`config.mk`:
```
export PLATFORM = sky130hd
export DESIGN_NAME = dust_sensor_frame_parser_core
export DESIGN_NICKNAME = d
export VERILOG_FILES = /design/src/hw/rtl/dsfp_pkg.sv /design/src/hw/rtl/dsfp_in_reg.sv /design/src/hw/rtl/dsfp_parse.sv /design/src/hw/rtl/dsfp_out_reg.sv /design/src/hw/rtl/dust_sensor_frame_parser_core.sv
export SDC_FILE = /design/constraint.sdc
export NUM_CORES = 1
export LEC_CHECK = 0
export ABC_CLOCK_PERIOD_IN_PS = 5500
export BUFFER_PORTS_ARGS = -buffer_cell sky130_fd_sc_hd__buf_4
export CELL_PAD_IN_SITES_DETAIL_PLACEMENT = 1
export CELL_PAD_IN_SITES_GLOBAL_PLACEMENT = 2
export CORE_MARGIN = 2
export CORE_UTILIZATION = 39
export DETAILED_ROUTE_END_ITERATION = 8
export PLACE_DENSITY = 0.81
export SLEW_MARGIN = 20
export SYNTH_ARGS = -nofsm -noshare
export SYNTH_HDL_FRONTEND = slang
export SYNTH_SLANG_ARGS = --single-unit
```
`constraint.sdc`:
```
create_clock -name i_clk -period 5.5 [get_ports i_clk]
set_clock_uncertainty 0.15 [all_clocks]
set_input_delay 0 -clock i_clk [delete_from_list [all_inputs] [get_ports i_clk]]
set_output_delay 0 -clock i_clk [all_outputs]
set_load 0.005 [all_outputs]
```
`src/hw/rtl/dsfp_pkg.sv`:
```
// Shared types and constants of the dust sensor frame parser.
// Used by every module of the block; it depends on nothing else.

package dsfp_pkg;

    // Sync pair that opens each sensor frame.
    localparam logic [7:0] SYNC_FIRST  = 8'hFF;
    localparam logic [7:0] SYNC_SECOND = 8'hAA;

    localparam int unsigned BYTE_W = 8;
    localparam int unsigned CONC_W = 16;

    typedef logic [BYTE_W-1:0] t_byte;

    // One parsed frame as it leaves the block.
    typedef struct packed {
        logic [CONC_W-1:0] concentration;
        logic              checksum_ok;
    } t_result;

endpackage

```
`src/hw/rtl/dsfp_in_reg.sv`:
```
// Input register of the dust sensor frame parser: holds one received byte
// until the parser takes it. Depends on dsfp_pkg.

module dsfp_in_reg (
    input  logic            i_clk,
    input  logic            i_rst_n,
    input  logic            i_tvalid,
    output logic            o_tready,
    input  dsfp_pkg::t_byte i_tdata,
    input  logic            i_consume,
    output logic            o_valid,
    output dsfp_pkg::t_byte o_byte
);

    logic            r_valid;
    dsfp_pkg::t_byte r_byte;

    // The register takes a new beat when empty or when its byte leaves now.
    assign o_tready = !r_valid || i_consume;

    always_ff @(posedge i_clk) begin
        if (!i_rst_n) begin
            r_valid <= 1'b0;
        end else if (i_tvalid && o_tready) begin
            r_valid <= 1'b1;
        end else if (i_consume) begin
            r_valid <= 1'b0;
        end
    end

    // Payload needs no reset.
    always_ff @(posedge i_clk) begin
        if (i_tvalid && o_tready) begin
            r_byte <= i_tdata;
        end
    end

    assign o_valid = r_valid;
    assign o_byte  = r_byte;

endmodule

```
`src/hw/rtl/dsfp_parse.sv`:
```
// Frame state machine of the dust sensor frame parser: sync hunt, data
// capture and additive checksum. Depends on dsfp_pkg.

module dsfp_parse (
    input  logic              i_clk,
    input  logic              i_rst_n,
    input  logic              i_valid,
    input  dsfp_pkg::t_byte   i_byte,
    input  logic              i_out_free,
    output logic              o_consume,
    output logic              o_res_valid,
    output dsfp_pkg::t_result o_res
);

    typedef enum logic [2:0] {
        PH_HUNT,
        PH_SYNC2,
        PH_D0,
        PH_D1,
        PH_D2,
        PH_D3,
        PH_D4,
        PH_D5
    } t_phase;

    t_phase          r_phase, n_phase;
    dsfp_pkg::t_byte r_high, n_high;
    dsfp_pkg::t_byte r_low, n_low;
    dsfp_pkg::t_byte r_sum, n_sum;
    logic            r_match, n_match;

    // Only the last data byte needs room in the result register.
    assign o_consume   = i_valid && ((r_phase != PH_D5) || i_out_free);
    assign o_res_valid = o_consume && (r_phase == PH_D5);
    assign o_res.concentration = {r_high, r_low};
    assign o_res.checksum_ok   = r_match;

    // Next state for the byte at hand.
    always_comb begin
        n_phase = r_phase;
        n_high  = r_high;
        n_low   = r_low;
        n_sum   = r_sum;
        n_match = r_match;
        case (r_phase)
            PH_HUNT: begin
                n_phase = (i_byte == dsfp_pkg::SYNC_FIRST) ? PH_SYNC2 : PH_HUNT;
            end
            PH_SYNC2: begin
                // A broken pair drops the byte, even a repeated 0xFF.
                n_phase = (i_byte == dsfp_pkg::SYNC_SECOND) ? PH_D0 : PH_HUNT;
            end
            PH_D0: begin
                n_high  = i_byte;
                n_sum   = i_byte;
                n_phase = PH_D1;
            end
            PH_D1: begin
                n_low   = i_byte;
                n_sum   = r_sum + i_byte;
                n_phase = PH_D2;
            end
            PH_D2: begin
                n_sum   = r_sum + i_byte;
                n_phase = PH_D3;
            end
            PH_D3: begin
                n_sum   = r_sum + i_byte;
                n_phase = PH_D4;
            end
            PH_D4: begin
                n_match = (r_sum == i_byte);
                n_phase = PH_D5;
            end
            PH_D5: begin
                n_phase = PH_HUNT;
            end
            default: begin
                n_phase = PH_HUNT;
            end
        endcase
    end

    // State and captured frame fields.
    always_ff @(posedge i_clk) begin
        if (!i_rst_n) begin
            r_phase <= PH_HUNT;
            r_high  <= '0;
            r_low   <= '0;
            r_sum   <= '0;
            r_match <= 1'b0;
        end else if (o_consume) begin
            r_phase <= n_phase;
            r_high  <= n_high;
            r_low   <= n_low;
            r_sum   <= n_sum;
            r_match <= n_match;
        end
    end

`ifndef SYNTHESIS
    // A result is produced only when the result register is empty or its beat leaves now.
    a_res_room: assert property (@(posedge i_clk) disable iff (!i_rst_n)
        o_res_valid |-> i_out_free)
        else $error("result produced without room in output register");

    // After the last data byte the parser hunts for sync again.
    a_frame_end: assert property (@(posedge i_clk) disable iff (!i_rst_n)
        o_res_valid |=> (r_phase == PH_HUNT))
        else $error("parser did not return to sync hunt after a frame");

    // A non-sync byte during the hunt leaves the parser hunting.
    a_hunt_stay: assert property (@(posedge i_clk) disable iff (!i_rst_n)
        (o_consume && (r_phase == PH_HUNT) && (i_byte != dsfp_pkg::SYNC_FIRST))
        |=> (r_phase == PH_HUNT))
        else $error("parser left the hunt without a sync byte");
`endif

endmodule

```
`src/hw/rtl/dsfp_out_reg.sv`:
```
// Result register of the dust sensor frame parser: holds one parsed frame
// until the downstream side takes the beat. Depends on dsfp_pkg.

module dsfp_out_reg (
    input  logic              i_clk,
    input  logic              i_rst_n,
    input  logic              i_load,
    input  dsfp_pkg::t_result i_res,
    output logic              o_free,
    output logic              o_tvalid,
    input  logic              i_tready,
    output dsfp_pkg::t_result o_res
);

    logic              r_valid;
    dsfp_pkg::t_result r_res;

    // Room for a new result when empty or when the held beat leaves now.
    assign o_free = !r_valid || i_tready;

    always_ff @(posedge i_clk) begin
        if (!i_rst_n) begin
            r_valid <= 1'b0;
        end else if (i_load) begin
            r_valid <= 1'b1;
        end else if (i_tready) begin
            r_valid <= 1'b0;
        end
    end

    always_ff @(posedge i_clk) begin
        if (i_load) begin
            r_res <= i_res;
        end
    end

    assign o_tvalid = r_valid;
    assign o_res    = r_res;

endmodule

```
`src/hw/rtl/dust_sensor_frame_parser_core.sv`:
```
// Top level of the dust sensor frame parser.
// Instantiates dsfp_in_reg, dsfp_parse and dsfp_out_reg; uses dsfp_pkg.

// The block takes one received sensor byte per beat, hunts for the sync pair
// 0xFF then 0xAA, collects six data bytes and emits one beat per frame: the
// concentration (first data byte high, second low) and a flag that is set
// when the first four data bytes summed mod 256 equal the fifth. A byte
// passes through the input register, then through the frame state machine
// into the result register. One byte is accepted every cycle; only a
// stalled result beat at the end of a frame holds up the input.

module dust_sensor_frame_parser_core (
    input  logic        i_clk,
    input  logic        i_rst_n,
    input  logic        i_s_tvalid,
    output logic        o_s_tready,
    input  logic [7:0]  i_s_tdata,   // [7:0] rx_byte
    output logic        o_m_tvalid,
    input  logic        i_m_tready,
    output logic [15:0] o_m_tdata,   // [15:0] concentration
    output logic        o_m_tuser    // [0] checksum_ok
);

    logic              w_in_valid;
    dsfp_pkg::t_byte   w_in_byte;
    logic              w_consume;
    logic              w_out_free;
    logic              w_res_valid;
    dsfp_pkg::t_result w_res;
    dsfp_pkg::t_result w_out_res;

    // Input register.
    dsfp_in_reg u_in_reg (
        .i_clk     (i_clk),
        .i_rst_n   (i_rst_n),
        .i_tvalid  (i_s_tvalid),
        .o_tready  (o_s_tready),
        .i_tdata   (i_s_tdata),
        .i_consume (w_consume),
        .o_valid   (w_in_valid),
        .o_byte    (w_in_byte)
    );

    // Frame state machine.
    dsfp_parse u_parse (
        .i_clk       (i_clk),
        .i_rst_n     (i_rst_n),
        .i_valid     (w_in_valid),
        .i_byte      (w_in_byte),
        .i_out_free  (w_out_free),
        .o_consume   (w_consume),
        .o_res_valid (w_res_valid),
        .o_res       (w_res)
    );

    // Result register.
    dsfp_out_reg u_out_reg (
        .i_clk    (i_clk),
        .i_rst_n  (i_rst_n),
        .i_load   (w_res_valid),
        .i_res    (w_res),
        .o_free   (w_out_free),
        .o_tvalid (o_m_tvalid),
        .i_tready (i_m_tready),
        .o_res    (w_out_res)
    );

    assign o_m_tdata = w_out_res.concentration;
    assign o_m_tuser = w_out_res.checksum_ok;

endmodule

```
==> flow_metrics.env <==
export IMPL_outcome="completed"
export IMPL_final_antenna_net_count=0
export IMPL_cp_required_ps=5570
export IMPL_avgViaCountPerCell=5.27
export IMPL_rsz0062_at_grt="false"
export IMPL_boundaryPins=31
export IMPL_drc=0
export IMPL_post_place_ws_ps=3150
export IMPL_grt_overflow_total=0
export IMPL_row_count=28
export IMPL_tightest_slew_ps=919
export IMPL_ys_seq_area_frac=0.576
export IMPL_syn_inst=218
export IMPL_grt_total_usage=0.189
export IMPL_fin_setup_tns_ps=0
export IMPL_min_path_type="input port to register"
export IMPL_start_util=0.401
export IMPL_worstPathMaxFanout=6
export IMPL_final_setup_viol_count=0
export IMPL_routed_wl_um=5680
export IMPL_layout_drive_gt1_share=0.158
export IMPL_die_y_um=81.6
export IMPL_clock_path_buffers=2
export IMPL_period_needed_ps=2350
export IMPL_die_area_mm2=0.00665
export IMPL_period_share=0.428
export IMPL_ys_types=45
export IMPL_grt_pass1_vias=1786
export IMPL_maxCapViolations=0
export IMPL_via_count=1764
export IMPL_cp_end_kind="register"
export IMPL_grt_pass1_wl_um=9200
export IMPL_wl_per_cell_um=17.0
export IMPL_critPathLaunchType="register"
export IMPL_clock_sinks=55
export IMPL_cts_setup_buffers=0
export IMPL_async_reset_ff_frac=0
export IMPL_die_w_um=81.6
export IMPL_nNetsFinal=279
export IMPL_syn_avg_cell_area_um2=10.8
export IMPL_cts_hold_buffers=11
export IMPL_cts_made_buffers=5
export IMPL_antenna_found_initial=0
export IMPL_firstDrtPassIters=4
export IMPL_syn_num_nets=238
export IMPL_portBuffers=30
export IMPL_cts_tree="done"
export IMPL_yosys_most_used_dff="dfxtp_1"
export IMPL_timing_worst_setup_path_type="register to register"
export IMPL_cts_resized=0
export IMPL_h_tree_depth=2
export IMPL_path_clk_slew_ps=110
export IMPL_cp_data_arrival_time_ps=2430
export IMPL_worst_skew_pair_late_latency_ps=320
export IMPL_slew_headroom=0.385
export IMPL_synth_seq_cells=55
export IMPL_final_util=0.490
export IMPL_clock_root_buffer="clkbuf_8"
export IMPL_first_iter_violations=39
export IMPL_fp_coreArea_mm2=0.00585
export IMPL_gp_congestion=0.774
export IMPL_dp_hpwl_um=4080
export IMPL_grt_max_degree=21
export IMPL_synth_cell_area_mm2=0.00235
export IMPL_num_antenna_cells=0
export IMPL_max_freq_mhz=425
export IMPL_yosysWarnings=0
export IMPL_fin_ws_ps=3150
export IMPL_hold_violations=0
export IMPL_synthToLayoutAreaGrowth_pct=22.1
export IMPL_drv_slew=0
export IMPL_irDropWorstVdd_uv=125
export IMPL_r2r_slack_ps=3150
export IMPL_power_density_mw_per_mm2=249
export IMPL_synth_edf_count=25
export IMPL_p_leak_nw=1.02
## worst paths after layout
kind / startpoint / endpoint / depth (start not counted)
worst max-delay path: u_in_reg.o_byte[0] / u_parse.r_sum[6] / 8
worst min-delay path: i_s_tdata[4] / u_in_reg.o_byte[4] / 2
worst max register to register: u_in_reg.o_byte[0] / u_parse.r_sum[6] / 8
worst min register to register: u_parse.r_low[2] / u_out_reg.o_res[3] / 0
## worst max-delay path: stages (launching register included)
cell,delay (ps)
edfxtp_1,490
ha_1,270
inv_1,80
fa_1,250
nor2b_4,50
o31a_1,250
o21a_1,180
or3_1,300
a32o_1,240
## through the flow
step | cells | hold slack, ps | area [um^2] | power (W)
after floorplan | 218 | -51.1 | 2350 | 0.000456
after global placement | 316 | 28.2 | 2650 | 0.000470
after detailed placement | 316 | 30.6 | 2650 | 0.000471
after CTS | 335 | 233 | 2870 | 0.000720
after global routing | 335 | 233 | 2870 | 0.000736
final | 335 | 244 | 2870 | 0.000715
## synth_stat cells (all sizes together) (3+ instances only)
library cell  count  area (um^2)
a211oi            3         22.5
nand2            31          116
nor2b             3         26.3
clkbuf            4         15.0
o21ai             9         45.0
a21boi            8         60.1
edfxtp           25          751
nand4             4         25.0
xnor2             3         26.3
mux2i            11          110
dfxtp            30          601
nor2             21         78.8
or3               3         18.8
inv               6         22.5
ha                7         87.6
buf               4         20.0
a21oi            12         60.1
## power by group
group          switching (W)  internal (W)   total, W
combinational      0.0000140     0.0000167  0.0000308
sequential        0.00000823      0.000429   0.000437
clock               0.000151     0.0000962   0.000247
total               0.000173      0.000542   0.000715
## flip-flops by register name (all words and copies together) (netlist names)
name                cells
u_out_reg.o_res        17
u_parse.r_sum           8
u_in_reg.o_byte         8
u_parse.r_phase         3
u_parse.r_match         1
u_parse.r_high          8
u_parse.r_low           8
u_out_reg.o_tvalid      1
u_in_reg.o_valid        1
## layout by cell type, fill, tap and decap left out, types with 2 or more instances in the layout
cell	count
or3_1	3
mux2i_1	11
dlygate4sd3_1	11
nand2b_1	2
a211oi_1	3
nand3_1	2
dfxtp_1	30
inv_1	6
nand4_1	4
a21oi_1	12
a21boi_0	8
nand2_1	31
nor2b_1	2
a311oi_1	2
o21ai_0	9
clkbuf_8	5
xnor2_1	3
and3_1	2
buf_4	31
ha_1	7
and2_1	2
a31oi_1	2
o21a_1	2
edfxtp_1	25
nor2_1	21
## layer usage
layer,vias to the layer above,part of all wire,track usage
met4,0,0.012,0.0712
li1,870,-,-
met3,5,0.036,0.0286
met2,33,0.49,0.310
met5,-,0,0
met1,856,0.47,0.253
## kinds of logic after synthesis
group | synth area share
buffers and inverters | 0.0261
multiplexers | 0.0469
flip-flops | 0.576
AO/OA/AOI/OAI | 0.141
XOR/XNOR | 0.0149
adder cells (fa/ha/maj) | 0.0459
AND/OR/NAND/NOR | 0.149
## final cells by class
type                            instances  area, um^2
Clock inverter                          3        33.8
Clock buffer                            5        68.8
Tap cell                               75        93.8
Inverter                                7        26.3
Timing Repair Buffer                   42         343
Sequential cell                        55        1350
Fill cell                             666        2990
Multi-Input combinational cell        148         948
No activity file was read; power rests on OpenSTA's default activity.
